[src/design/three_level_priority_fifo_dispatcher_core_defines.svh]
// ----------------------------------------------------------------------------
// Assertion macros for the three-level priority dispatcher
// Shared property wrappers; each use stands on a line of its own.
// ----------------------------------------------------------------------------
`ifndef THREE_LEVEL_PRIORITY_FIFO_DISPATCHER_CORE_DEFINES_SVH
`define THREE_LEVEL_PRIORITY_FIFO_DISPATCHER_CORE_DEFINES_SVH

// Property sampled on the rising clock, switched off while reset is applied.
`define TLPD_ASSERT(lbl, clk, rst_n, prop, msg) \
	lbl: assert property (@(posedge clk) disable iff (!rst_n) prop) else $error(msg);

// Condition in one cycle that forbids a result strobe in the next.
`define TLPD_ASSERT_QUIET_NEXT(lbl, clk, rst_n, cond, strb, msg) \
	lbl: assert property (@(posedge clk) disable iff (!rst_n) (cond) |=> !(strb)) \
		else $error(msg);

`endif

[src/design/tlpd_pkg.sv]
// ----------------------------------------------------------------------------
// tlpd_pkg
// Types and fixed constants shared by the dispatcher front, queue and back.
// ----------------------------------------------------------------------------
package tlpd_pkg;

	localparam int ID_W    = 22;
	localparam int PRIO_W  = 8;
	localparam int LIMIT_W = 8;

	localparam logic [LIMIT_W-1:0] HIGH_LIMIT_RST   = 8'd120;
	localparam logic [LIMIT_W-1:0] MEDIUM_LIMIT_RST = 8'd130;

	typedef enum logic {
		OP_ENQ  = 1'b0,
		OP_DISP = 1'b1
	} op_t;

	typedef enum logic [1:0] {
		KIND_ENQ  = 2'd0,
		KIND_DISP = 2'd1,
		KIND_NONE = 2'd2
	} kind_t;

	typedef enum logic [1:0] {
		LVL_HIGH = 2'd0,
		LVL_MED  = 2'd1,
		LVL_LOW  = 2'd2
	} level_t;

	typedef enum logic {
		CFG_HIGH_LIMIT   = 1'b0,
		CFG_MEDIUM_LIMIT = 1'b1
	} cfg_idx_t;

	typedef enum logic [1:0] {
		BK_IDLE,
		BK_SCAN,
		BK_EMIT
	} bk_state_t;

	// Classified command passed from the front to the back
	typedef struct packed {
		op_t             op;
		level_t          level;
		logic [ID_W-1:0] id;
	} cmd_t;

	// Result fields that do not depend on the queue depth
	typedef struct packed {
		kind_t           kind;
		logic [ID_W-1:0] id;
		level_t          level;
		logic            accepted;
		logic            last;
	} res_t;

endpackage

[src/design/tlpd_front.sv]
// ----------------------------------------------------------------------------
// tlpd_front
// Accepts commands, holds the level limits and sorts each task into a level.
// ----------------------------------------------------------------------------
module tlpd_front (
	input  logic                          clk,
	input  logic                          arst_n,
	input  logic                          start,
	output logic                          busy,
	input  logic                          operation,
	input  logic [tlpd_pkg::PRIO_W-1:0]   task_priority,
	input  logic [tlpd_pkg::ID_W-1:0]     task_id,
	input  logic                          cfg_valid,
	output logic                          cfg_ready,
	input  logic                          cfg_index,
	input  logic [tlpd_pkg::LIMIT_W-1:0]  cfg_data,
	input  logic                          q_full,
	output logic                          push,
	output tlpd_pkg::cmd_t                cmd
);
	import tlpd_pkg::*;

	logic [LIMIT_W-1:0] high_limit_q;
	logic [LIMIT_W-1:0] medium_limit_q;
	level_t             lvl;

	assign busy      = q_full;
	assign cfg_ready = 1'b1;
	assign push      = start && !q_full;

	// Limits are tested in order, so a medium limit below the high limit
	// leaves the medium level unreachable.
	always_comb begin
		if (task_priority < high_limit_q) begin
			lvl = LVL_HIGH;
		end else if (task_priority <= medium_limit_q) begin
			lvl = LVL_MED;
		end else begin
			lvl = LVL_LOW;
		end
	end

	assign cmd = '{op: op_t'(operation), level: lvl, id: task_id};

	always_ff @(posedge clk or negedge arst_n) begin
		if (!arst_n) begin
			high_limit_q   <= HIGH_LIMIT_RST;
			medium_limit_q <= MEDIUM_LIMIT_RST;
		end else if (cfg_valid && cfg_ready) begin
			unique case (cfg_idx_t'(cfg_index))
				CFG_HIGH_LIMIT:   high_limit_q   <= cfg_data;
				CFG_MEDIUM_LIMIT: medium_limit_q <= cfg_data;
				default: ;
			endcase
		end
	end

endmodule

[config.mk]
export PLATFORM = sky130hd
export DESIGN_NAME = tlpd_front
export DESIGN_NICKNAME = d
export VERILOG_FILES = /design/src/design/three_level_priority_fifo_dispatcher_core_defines.svh /design/src/design/tlpd_pkg.sv /design/src/design/tlpd_front.sv
export SDC_FILE = /design/constraint.sdc
export NUM_CORES = 1
export LEC_CHECK = 0
export ABC_CLOCK_PERIOD_IN_PS = 1540
export CORE_MARGIN = 10
export CORE_UTILIZATION = 56
export DETAILED_ROUTE_END_ITERATION = 10
export DONT_BUFFER_PORTS = 1
export GPL_ROUTABILITY_DRIVEN = 0
export HOLD_SLACK_MARGIN = 0.08
export PLACE_DENSITY = 0.82
export SLEW_MARGIN = 30
export SYNTH_ARGS = -nofsm -noshare
export SYNTH_HDL_FRONTEND = slang
export SYNTH_SLANG_ARGS = --single-unit
export TNS_END_PERCENT = 10
[constraint.sdc]
create_clock -name clk -period 1.54 [get_ports clk]
set_clock_uncertainty 0.1 [all_clocks]
set_input_delay 0.077 -clock clk [delete_from_list [all_inputs] [get_ports clk]]
set_output_delay 0.077 -clock clk [all_outputs]
set_load 0.01 [all_outputs]
Word level (Yosys, flattened, before mapping):

Cells that the tools add are included.

* flip-flop bits (word level): 16
* input bits: 45
* output and inout bits: 28
* logic and storage cells: 11

* $lt $le $gt $ge: 2
* mux-type cells: 2
* bitwise operators: 1
* reductions and logical operators: 4

Operators by type and width (count)
* $le 8x8->1: 1
* $lt 8x8->1: 1
* $mux 2: 2
* $reduce_and 2->1: 2
* $logic_and 1x1->1: 1
* $logic_not 1->1: 1
* $not 1->1: 1

Logic depth before layout (Yosys ltp):

* depth after elaboration: 3
* mapped depth: 6
* depth with buffers taken out: 6

Worst setup path before layout:

Ideal clock, no wire load.

* path kind: reg2out
* from: reg medium_limit_q[1]
* to: out cmd[22] (netlist bit)
* data arrival time: 1.480 ns
* required time: 1.363 ns
* setup slack: -0.117 ns
* cell stages (with the launch flop): 7
* buffers on the path: 0
* cell sequence: dfstp_2 inv_1 ha_1 nor2b_1 o211ai_1 a211oi_1 nor3_1

RTL lines
* start, declared: line tlpd_front.sv:24 `logic [LIMIT_W-1:0] medium_limit_q;`
* start signal, assigned: line tlpd_front.sv:52 `CFG_MEDIUM_LIMIT: medium_limit_q <= cfg_data;`
* end, declared: line tlpd_front.sv:19 `output tlpd_pkg::cmd_t cmd`

==> impl_summary.log <==
[metrics] power density over cell area: 828.4 nW/um^2
[metrics] Buffers & Inverters on Critical Path: 1
[metrics] predominant post-synthesis flop cell: sky130_fd_sc_hd__dfrtp_1
[metrics] Longest Clk Path Bufs: 2
[metrics] share of power burned in registers: 40.8%
[metrics] startpoint-to-endpoint class of the critical path: reg2out
[metrics] switching share of power: 29.78%
[metrics] wire length of the first global-routing pass: 4719 um
[metrics] final-report setup violation count: 2
[metrics] run status: complete, but fails checks
[metrics] worst-path cell with the longest stage delay: sky130_fd_sc_hd__dfstp_2
[metrics] final WL: 3160 um
[metrics] CTS H-tree lvls: 1
[metrics] largest net degree at the start of global routing: 17
[metrics] number of placed I/O pins: 73
[metrics] Unique masters post-synth: 26
[metrics] CTS buffer count: 3
[metrics] slew of the pin with the lowest slew margin: 733.6 ps
[metrics] Post-CTS Repair Setup Buffers: 0
[metrics] most repeated cell in the gate-level netlist after synthesis: sky130_fd_sc_hd__buf_4
[metrics] total overflow reported by the global router: 0
[metrics] standard-cell rows: 16
[metrics] power share of the clock group: 21.4%
[metrics] most area-consuming cells after synthesis: sky130_fd_sc_hd__dfrtp_1 (21%), sky130_fd_sc_hd__buf_4 (16%), sky130_fd_sc_hd__ha_1 (16%)
[metrics] combinational group share of total power: 37.7%
[metrics] cell-internal power: 0.0008953 W
[metrics] All-Layer GR Usage: 13.41%
[metrics] PortBufs: 0
[metrics] WHS: 106.0 ps
[metrics] post-synthesis cell area: 1199 um^2
[metrics] Worst IR Drop VDD: 0.6492 mV
[metrics] antenna cell count: 0
[metrics] HPWL after detailed placement: 2018 um
[metrics] category of the worst setup path capture point: output pin
[metrics] arrival time at the worst endpoint: 1860 ps
[metrics] proportion of layout cells with a drive suffix above 1: 27.14%
[metrics] Hold Crit Class: in2out
[metrics] clock latency of the later-clocked register in the worst-skew pair: 270 ps
[metrics] cells along the critical path: inv_2 -> ha_4 -> o21a_1 -> nor2_1 -> o31a_1 -> nor3_2
[metrics] Period Utilization, post-route: 132.5%
[metrics] via total after detailed routing: 882
[metrics] switching power summed over all nets: 0.0003797 W
[metrics] leakage: 0.6999 nW
[metrics] critical-path maximum fanout: 2
[metrics] initial core utilization: 59.88%
[metrics] Setup WS pre-CTS: -229.7 ps
[metrics] core footprint: 2002 um^2
[metrics] Root Buffer: sky130_fd_sc_hd__clkbuf_4
[metrics] number of routed nets with antenna violations: 0
[metrics] largest stage delay on the critical path: 540 ps
[metrics] data required time of the critical path: 1360 ps
[metrics] number of synthesis warnings: 0
[metrics] number of flops mapped to enable cells by yosys: 0
[metrics] clock sink count: 16
[metrics] Yosys reg bits: 16
[metrics] count of final hold-check violations: 0
[metrics] cell type with the largest total area after synthesis: sky130_fd_sc_hd__dfrtp_1
[metrics] timing-limited maximum frequency: 490.2 MHz
[metrics] Setup Total Neg Slack: -984.5 ps
[metrics] TritonCTS clock tree: done
[metrics] share of synthesized registers carrying an async set or reset: 100.0%
[metrics] Avg Inst Size Synth: 9.906 um^2
[metrics] via count of the first global-routing pass: 948
[metrics] Clk pin slew, worst setup/hold paths: 100 ps
[metrics] gate count after technology mapping: 121
[metrics] number of max-cap violations: 0
[metrics] element type at the critical path start: flip-flop
[metrics] Synthesized Nets: 181
[metrics] Synth top cells by count: sky130_fd_sc_hd__buf_4 (25), sky130_fd_sc_hd__ha_1 (15), sky130_fd_sc_hd__inv_1 (15)
[metrics] vias per inst: 5.281
[metrics] worst-case headroom to the max-slew limit: 50.93%
[metrics] unrepaired setup endpoints after global routing: yes
[metrics] Die ar.: 4391 um^2
[metrics] initial antenna violation count: 0
[metrics] final max-slew violation count: 0
[metrics] setup ws final: -499.9 ps
[metrics] CP top delay family: flip-flops
[metrics] overall die height: 66.27 um
[metrics] Die X: 66.27 um
[metrics] first drt pass iteration count: 4
[metrics] DRC violations left: 0
[metrics] sequential fraction of the synthesis area: 34.03%
[metrics] violation count after the first detailed-route iteration: 24
[metrics] shortest clock period the worst path allows after layout: 2040 ps
[metrics] violated checks: setup timing
[metrics] area share of the largest cell type after synthesis: 20.88%
[metrics] synthesis-to-layout area growth: 28.39%
[metrics] average wire length per cell after detail routing: 18.92 um
[metrics] total power: 0.001275 W
[metrics] final-stage net count: 201
==> worst paths after layout <==
check / from / end / slack (ps) / cells past startpoint
worst max-delay path: high_limit_q[3] / cmd[22] / -500 / 6
worst min register to register: medium_limit_q[4] / medium_limit_q[4] / 420 / 1
min in group asynchronous: arst_n / medium_limit_q[4] / 190 / 1
worst min-delay path: q_full / push / 110 / 1
max in group asynchronous: arst_n / medium_limit_q[2] / 690 / 1
worst max register to register: high_limit_q[1] / high_limit_q[1] / 170 / 3
==> cell usage in the layout, fill, tap and decap left out, types with 2 or more instances in the layout <==
master and n:
sky130_fd_sc_hd__o21ai_0 7, sky130_fd_sc_hd__dfrtp_1 10, sky130_fd_sc_hd__a21oi_1 3, sky130_fd_sc_hd__a21o_1 2, sky130_fd_sc_hd__nand4_1 3, sky130_fd_sc_hd__buf_4 6, sky130_fd_sc_hd__dlygate4sd3_1 35, sky130_fd_sc_hd__inv_1 13
sky130_fd_sc_hd__dfstp_2 6, sky130_fd_sc_hd__ha_1 12, sky130_fd_sc_hd__nand2_1 8, sky130_fd_sc_hd__clkbuf_4 3, sky130_fd_sc_hd__mux2_2 9, sky130_fd_sc_hd__ha_4 3, sky130_fd_sc_hd__inv_2 2
==> state kept, by name (all words and copies together) (netlist names) <==
register,count
high_limit_q,8
medium_limit_q,8
==> layout make-up <==
type / instances / area, um^2
inverters: 15 / 56.30
flip-flops and latches: 16 / 407.9
clock buffers: 4 / 36.28
fillers: 134 / 462.9
well taps: 27 / 33.78
multi-input cells: 64 / 609.3
repair buffers: 41 / 395.4
==> power by group through the flow <==
| stage | Clock, W | Combinational (W) | Sequential (W) |
|---|---|---|---|
| after floorplan | 0 | 0.000321 | 0.000519 |
| after global placement | 0 | 0.000322 | 0.000524 |
| after detailed placement | 0 | 0.000345 | 0.000527 |
| after CTS | 0.000274 | 0.000464 | 0.000520 |
| after global routing | 0.000288 | 0.000532 | 0.000528 |
| final | 0.000273 | 0.000481 | 0.000521 |
==> what timing repair did <==
action	in CTS	in global routing
pin swaps	3	0
endpoints found under the setup margin	2	2
hold endpoints to repair	56	0
hold buffers	35	0
gates cloned	0	0
resized for setup	2	6
==> through the flow <==
| step | cells | util [%] | area [um^2] |
|---|---|---|---|
| floorplan | 121 | - | 1227 |
| global placement | 128 | 55.63 | 1114 |
| detailed placement | 128 | 55.63 | 1114 |
| CTS | 167 | 75.56 | 1513 |
| global route | 167 | 76.88 | 1539 |
| finish | 167 | 76.88 | 1539 |
==> routing by layer <==
| metal | routed length (um) | global-route usage (%) |
|---|---|---|
| met2 | 1512 | 25.48 |
| met5 | 0 | 0 |
| met4 | 27 | 2.356 |
| met1 | 1241 | 13.73 |
| met3 | 378 | 4.746 |
==> cell families after synthesis <==
family | synth area share (%)
buf+inv | 20.77
compound gates | 12.42
simple gates | 8.350
flops | 34.03
fa+ha+maj | 15.66
mux | 8.455
other cells | 0.3129
Note: power is estimated with default switching activity, not from simulation.
