<file path="src/design/three_level_priority_fifo_dispatcher_core_defines.svh">
// ----------------------------------------------------------------------------
// Assertion macros for the three-level priority dispatcher
// Shared property wrappers; each use stands on a line of its own.
// ----------------------------------------------------------------------------
`ifndef THREE_LEVEL_PRIORITY_FIFO_DISPATCHER_CORE_DEFINES_SVH
`define THREE_LEVEL_PRIORITY_FIFO_DISPATCHER_CORE_DEFINES_SVH

// Property sampled on the rising clock, switched off while reset is applied.
`define TLPD_ASSERT(lbl, clk, rst_n, prop, msg) \
	lbl: assert property (@(posedge clk) disable iff (!rst_n) prop) else $error(msg);

// Condition in one cycle that forbids a result strobe in the next.
`define TLPD_ASSERT_QUIET_NEXT(lbl, clk, rst_n, cond, strb, msg) \
	lbl: assert property (@(posedge clk) disable iff (!rst_n) (cond) |=> !(strb)) \
		else $error(msg);

`endif

</file>
<file path="src/design/tlpd_pkg.sv">
// ----------------------------------------------------------------------------
// tlpd_pkg
// Types and fixed constants shared by the dispatcher front, queue and back.
// ----------------------------------------------------------------------------
package tlpd_pkg;

	localparam int ID_W    = 22;
	localparam int PRIO_W  = 8;
	localparam int LIMIT_W = 8;

	localparam logic [LIMIT_W-1:0] HIGH_LIMIT_RST   = 8'd120;
	localparam logic [LIMIT_W-1:0] MEDIUM_LIMIT_RST = 8'd130;

	typedef enum logic {
		OP_ENQ  = 1'b0,
		OP_DISP = 1'b1
	} op_t;

	typedef enum logic [1:0] {
		KIND_ENQ  = 2'd0,
		KIND_DISP = 2'd1,
		KIND_NONE = 2'd2
	} kind_t;

	typedef enum logic [1:0] {
		LVL_HIGH = 2'd0,
		LVL_MED  = 2'd1,
		LVL_LOW  = 2'd2
	} level_t;

	typedef enum logic {
		CFG_HIGH_LIMIT   = 1'b0,
		CFG_MEDIUM_LIMIT = 1'b1
	} cfg_idx_t;

	typedef enum logic [1:0] {
		BK_IDLE,
		BK_SCAN,
		BK_EMIT
	} bk_state_t;

	// Classified command passed from the front to the back
	typedef struct packed {
		op_t             op;
		level_t          level;
		logic [ID_W-1:0] id;
	} cmd_t;

	// Result fields that do not depend on the queue depth
	typedef struct packed {
		kind_t           kind;
		logic [ID_W-1:0] id;
		level_t          level;
		logic            accepted;
		logic            last;
	} res_t;

endpackage

</file>
<file path="src/design/tlpd_cmd_fifo.sv">
// ----------------------------------------------------------------------------
// tlpd_cmd_fifo
// Two-entry command queue between the classifying front and the back.
// ----------------------------------------------------------------------------
module tlpd_cmd_fifo (
	input  logic            clk,
	input  logic            arst_n,
	input  logic            push,
	input  tlpd_pkg::cmd_t  push_cmd,
	output logic            full,
	output logic            valid,
	input  logic            pop,
	output tlpd_pkg::cmd_t  head
);
	import tlpd_pkg::*;

	cmd_t       entry_q [2];
	logic       wr_ptr_q;
	logic       rd_ptr_q;
	logic [1:0] fill_q;

	assign full  = (fill_q == 2'd2);
	assign valid = (fill_q != 2'd0);
	assign head  = entry_q[rd_ptr_q];

	always_ff @(posedge clk) begin
		if (push) begin
			entry_q[wr_ptr_q] <= push_cmd;
		end
	end

	always_ff @(posedge clk or negedge arst_n) begin
		if (!arst_n) begin
			wr_ptr_q <= 1'b0;
			rd_ptr_q <= 1'b0;
			fill_q   <= 2'd0;
		end else begin
			if (push) begin
				wr_ptr_q <= ~wr_ptr_q;
			end
			if (pop) begin
				rd_ptr_q <= ~rd_ptr_q;
			end
			fill_q <= fill_q + 2'(push) - 2'(pop);
		end
	end

endmodule

</file>
<file path="config.mk">
export PLATFORM = sky130hd
export DESIGN_NAME = tlpd_cmd_fifo
export DESIGN_NICKNAME = d
export VERILOG_FILES = /design/src/design/three_level_priority_fifo_dispatcher_core_defines.svh /design/src/design/tlpd_pkg.sv /design/src/design/tlpd_cmd_fifo.sv
export SDC_FILE = /design/constraint.sdc
export NUM_CORES = 1
export LEC_CHECK = 0
export ABC_AREA = 1
export BUFFER_PORTS_ARGS = -buffer_cell sky130_fd_sc_hd__buf_2
export CAP_MARGIN = 20
export CORE_ASPECT_RATIO = 0.9
export CORE_UTILIZATION = 52
export CTS_CLUSTER_SIZE = 25
export DETAILED_ROUTE_END_ITERATION = 10
export PLACE_DENSITY = 0.78
export RECOVER_POWER = 25
export SLEW_MARGIN = 20
export SYNTH_ARGS = -nofsm -noshare
export SYNTH_HDL_FRONTEND = slang
export SYNTH_SLANG_ARGS = --single-unit
</file>
<file path="constraint.sdc">
create_clock -name clk -period 2.15 [get_ports clk]
set_input_delay 0.1075 -clock clk [delete_from_list [all_inputs] [get_ports clk]]
set_output_delay 0.1075 -clock clk [all_outputs]
set_load 0.05 [all_outputs]
</file>
== After elaboration in Yosys (flattened, before gate mapping) ==
Memory sizes are Yosys's and may differ from the RTL's.
Cells that the tools add are included.

* Register bits: 4
* Output and inout port bits: 27
* Input port bits: 29
* Memory bits (writable): 50
* Memories: 1
* Word-level logic and storage cells: 12

{| class="wikitable"
|+ Memory list
! memory !! depth !! width !! rd ports !! clocked after Yosys merged registers in !! write ports !! RTL line !! RTL
|-
| entry_q || 2 || 25 || 1 || 0 || 1 || tlpd_cmd_fifo.sv:17 || <nowiki>cmd_t entry_q [2];</nowiki>
|}

* Mux-type cells: 2
* Add/subtract/negate cells: 2
* Equality and inequality tests: 1
* Bitwise gates (word level): 2
* Reduce and logical (&&, ||, !) cells: 1

{| class="wikitable"
|+ Operators by type and width
! cell !! count
|-
| adder 2 x 1 -> 2 bit || 1
|-
| equality test 2 bit (second input constant) || 1
|-
| 2-to-1 mux 1 bit || 2
|-
| NOT 1 bit || 2
|-
| nonzero test 2 bit || 1
|-
| subtractor 2 x 1 -> 2 bit || 1
|}

== Longest topological paths before layout ==
* Word-level depth: 2
* Gate-level depth with buffers: 7
* Mapped depth without buffers: 7

== Least setup slack after synthesis ==
No wires, ideal clock.

* Path type: register to register
* Start point: register wr_ptr_q
* End point: memory entry_q[0][0] (netlist name) (enable)
* Period minus slack after synthesis: 1.883 ns
* Cell stages (with the launch flop): 2
* Setup time: 0.407 ns
* Data required time: 1.743 ns
* Setup slack: 0.267 ns
* Data arrival time: 1.476 ns
* Path through: dfrtp_1 nor2_1

{| class="wikitable"
|+ RTL lines
! what !! RTL line !! RTL
|-
| start: declaration || tlpd_cmd_fifo.sv:18 || <nowiki>logic wr_ptr_q;</nowiki>
|-
| start signal: assignment || tlpd_cmd_fifo.sv:39 || <nowiki>wr_ptr_q <= ~wr_ptr_q;</nowiki>
|-
| end: declaration || tlpd_cmd_fifo.sv:17 ||
|}

Straight into the memory's write port.

==> impl_metrics.xml <==
<?xml version="1.0" encoding="UTF-8"?>
<metrics>
  <group name="yosys">
    <metric name="synth_flop_cell" unit="">sky130_fd_sc_hd__edfxtp_1</metric>
    <metric name="netlist_top_cells_area" unit="">sky130_fd_sc_hd__edfxtp_1, sky130_fd_sc_hd__o21ai_2, sky130_fd_sc_hd__inv_1, sky130_fd_sc_hd__nand2_1, sky130_fd_sc_hd__dfrtp_1</metric>
    <metric name="area_share_of_the_leading_cell_type_in_the_synthesized_netlist" unit="%">68.0</metric>
    <metric name="synth.largest_area_cell" unit="">sky130_fd_sc_hd__edfxtp_1</metric>
    <metric name="synth-edff-count" unit="">50</metric>
    <metric name="synth_nets" unit="">187</metric>
    <metric name="syn-instance-count" unit="">156</metric>
    <metric name="synth.cell_area" unit="um2">2210</metric>
    <metric name="ys_seq_area_share" unit="%">72.5</metric>
    <metric name="leading_cell_type_by_number_of_instances_after_synthesis" unit="">sky130_fd_sc_hd__edfxtp_1</metric>
    <metric name="yosys_register_bits" unit="">54</metric>
    <metric name="yosys_warnings" unit="">0</metric>
    <metric name="share_of_flip_flops_with_an_asynchronous_set_or_reset_after_synthesis" unit="%">7.41</metric>
    <metric name="synthDistinctLibCells" unit="">11</metric>
    <metric name="ys_top_cells_by_count" unit="">sky130_fd_sc_hd__edfxtp_1, sky130_fd_sc_hd__inv_1, sky130_fd_sc_hd__nand2_1, sky130_fd_sc_hd__o21ai_2, sky130_fd_sc_hd__dfrtp_1</metric>
    <metric name="post_synth.cell_area_avg" unit="um2">14.2</metric>
  </group>
  <group name="sta">
    <metric name="post-route-worst-setup-slack" unit="ns">0.286</metric>
    <metric name="worst_hold_slack" unit="ns">0.0215</metric>
    <metric name="grt_setup_unrepaired" unit="">false</metric>
    <metric name="fmax" unit="MHz">536</metric>
    <metric name="clock_skew" unit="ns">0.00875</metric>
    <metric name="timing.final.setup_violations" unit="">0</metric>
    <metric name="drv_slew" unit="">0</metric>
    <metric name="relSlewSlack" unit="%">60.5</metric>
    <metric name="timing.final.crit_period" unit="ns">1.86</metric>
    <metric name="actual_transition_at_the_worst_max_transition_pin" unit="ns">0.592</metric>
    <metric name="fin_setup_tns" unit="ns">0</metric>
    <metric name="report.final.hold_viol_count" unit="">0</metric>
    <metric name="part_of_the_cycle_the_worst_path_needs" unit="%">86.7</metric>
  </group>
  <group name="setup_path">
    <metric name="arrival_time_reported_for_the_critical_path_endpoint" unit="ns">1.76</metric>
    <metric name="worst-path-max-fanout" unit="">26</metric>
    <metric name="worstSetupPathType" unit="">flop to primary output</metric>
    <metric name="setup.worst_path.end_class" unit="">primary output</metric>
    <metric name="worst_path_max_delay_cell" unit="">sky130_fd_sc_hd__dfrtp_2</metric>
    <metric name="startpoint_type" unit="">flop</metric>
    <metric name="critical_path.max_stage_delay" unit="ns">0.76</metric>
    <metric name="path_cells" unit="">buf_12 &gt; nand2_1 &gt; o21ai_2 &gt; buf_2</metric>
    <metric name="cp_data_required_time" unit="ns">2.04</metric>
  </group>
  <group name="floorplanning">
    <metric name="dieArea" unit="um2">4510</metric>
    <metric name="std_cell_rows" unit="">22</metric>
    <metric name="coreArea" unit="um2">4070</metric>
    <metric name="die_width" unit="um">70.7</metric>
    <metric name="start_util" unit="%">54.2</metric>
    <metric name="die_height" unit="um">63.8</metric>
    <metric name="ios" unit="">56</metric>
  </group>
  <group name="min_path">
    <metric name="min-delay-path-class" unit="">primary input to flop</metric>
  </group>
  <group name="pwr">
    <metric name="power_per_cell_area" unit="nW/um2">1460</metric>
    <metric name="power" unit="mW">4.12</metric>
    <metric name="cellLeakagePower" unit="nW">1.23</metric>
    <metric name="peakVddDrop" unit="uV">908</metric>
  </group>
  <group name="clock_tree">
    <metric name="cts_htree_levels" unit="">2</metric>
    <metric name="worstSkewPairLatency" unit="ns">0.30</metric>
    <metric name="cts.repair_timing.setup_buffer_count" unit="">0</metric>
    <metric name="cts_buffer_depth" unit="">2</metric>
    <metric name="cts_resized" unit="">0</metric>
    <metric name="cts_buffers" unit="">5</metric>
    <metric name="cts_tree" unit="">yes</metric>
    <metric name="cts.root.buffer_cell" unit="">sky130_fd_sc_hd__clkbuf_8</metric>
    <metric name="clock_transition_at_the_register_clock_pins_on_the_worst_setup_and_hold_paths_after_cts" unit="ns">0.09</metric>
    <metric name="cts_sinks" unit="">54</metric>
  </group>
  <group name="final_layout">
    <metric name="num-nets-final" unit="">271</metric>
    <metric name="n_antenna_cell" unit="">0</metric>
    <metric name="synthToLayoutAreaGrowth" unit="%">28.1</metric>
    <metric name="final_layout_size_suffix_gt1_share" unit="%">34.0</metric>
  </group>
  <group name="grt">
    <metric name="first_global_vias" unit="">1253</metric>
    <metric name="global_route_usage_sum" unit="%">17.0</metric>
    <metric name="grt_first_pass_wirelength" unit="um">5640</metric>
    <metric name="grt_start_max_net_pins" unit="">27</metric>
    <metric name="grt-ovfl-total" unit="">0</metric>
    <metric name="antenna_found_initial" unit="">0</metric>
  </group>
  <group name="placed_design">
    <metric name="hpwl" unit="um">2370</metric>
    <metric name="gp_congestion" unit="">0.732</metric>
    <metric name="detailedPlace.worstSlack" unit="ns">0.602</metric>
    <metric name="port-buffer-count" unit="">55</metric>
  </group>
  <group name="drt">
    <metric name="dr_total_vias" unit="">1329</metric>
    <metric name="detailedRoute.firstPassIterationCount" unit="">7</metric>
    <metric name="remaining_drc_errors" unit="">4</metric>
    <metric name="wl_per_instance" unit="um">11.9</metric>
    <metric name="route.final.wire_length" unit="um">3450</metric>
    <metric name="vias_per_cell" unit="">4.60</metric>
    <metric name="antenna_violating_nets_post_route" unit="">0</metric>
    <metric name="dr.first_iter.drc_count" unit="">91</metric>
  </group>
  <group name="status">
    <metric name="failing_checks" unit="">DRC</metric>
    <metric name="outcome" unit="">finished, violations left</metric>
  </group>
  <group name="job">
    <metric name="maxCapViolations" unit="">0</metric>
  </group>
</metrics>
-- placed cells by master, fill, tap and decap left out, types with 2 or more instances in the layout --
cell and instances:
sky130_fd_sc_hd__dfrtp_1 3, sky130_fd_sc_hd__clkbuf_1 11, sky130_fd_sc_hd__edfxtp_1 50, sky130_fd_sc_hd__buf_4 3
sky130_fd_sc_hd__xor2_1 2, sky130_fd_sc_hd__o21ai_2 25, sky130_fd_sc_hd__inv_1 32, sky130_fd_sc_hd__ha_1 2
sky130_fd_sc_hd__dlygate4sd3_1 24, sky130_fd_sc_hd__clkbuf_8 5, sky130_fd_sc_hd__nand2_1 32, sky130_fd_sc_hd__buf_2 45
-- worst max-delay path: cells and delay by family (launching register included) --
family                 cells  cell delay (ns)
buffers and inverters      2             0.54
AO/OA/AOI/OAI              1             0.06
flip-flops                 1             0.76
AND/OR/NAND/NOR            1             0.09
-- cells by family after synthesis --
family                     share of synthesized area, %
DFF                                                72.5
xor gates and xnor gates                          0.793
buffers and inverters                              9.68
adders and majority gates                          1.13
AOI/OAI and AO/OA                                  9.91
and+or+nand+nor                                    6.00
-- worst paths after layout --
kind	start	end	slack (ns)	depth (start not counted)
max reg2reg	wr_ptr_q	entry_q[1][17]	0.82	3
max	rd_ptr_q	head[5]	0.29	4
max in group asynchronous	arst_n	rd_ptr_q	1.77	2
min reg2reg	wr_ptr_q	wr_ptr_q	0.52	1
min	push_cmd[6]	entry_q[1][6]	0.02	1
min in group asynchronous	arst_n	wr_ptr_q	0.17	2
-- cell type report --
type / instances / area, um2
Multi-Input combinational cell: 64 / 397
Fill cell: 295 / 1240
Sequential cell: 54 / 1600
Timing Repair Buffer: 83 / 546
Clock inverter: 2 / 33.8
Clock buffer: 6 / 72.6
Inverter: 32 / 120
Tap cell: 48 / 60.1
-- metal layers --
metal | part of all wire [%] | vias up | track usage [%] | wire length [um]
li1 | - | 683 | - | -
met1 | 42 | 605 | 20.5 | 1460
met2 | 51 | 35 | 29.2 | 1770
met3 | 4.6 | 6 | 4.10 | 159
met4 | 1.7 | 0 | 7.50 | 59
met5 | 0 | - | 0 | 0
-- sequential cells by signal, summed over array words and instances (netlist names) --
name,flops
fill_q,2
wr_ptr_q,1
rd_ptr_q,1
entry_q,50
-- through the flow --
step | util, % | cell area (um2) | cells
finish | 69.5 | 2830 | 289
global route | 69.5 | 2830 | 289
CTS | 69.6 | 2830 | 288
detailed placement | 61.3 | 2500 | 257
global placement | 61.3 | 2500 | 257
floorplan | - | 2210 | 156
-- repair_timing --
item,4_1_cts,5_1_grt
endpoints found under the hold margin,47,1
hold buffers,23,1
endpoints found under the setup margin,0,0
-- power by group --
| group | internal [mW] | total (mW) | switching, mW |
|---|---|---|---|
| logic | 0.483 | 1.92 | 1.44 |
| registers | 1.40 | 1.55 | 0.152 |
| clock network | 0.344 | 0.651 | 0.307 |
| total | 2.23 | 4.12 | 1.90 |
No activity file was read; power rests on OpenSTA's default activity.
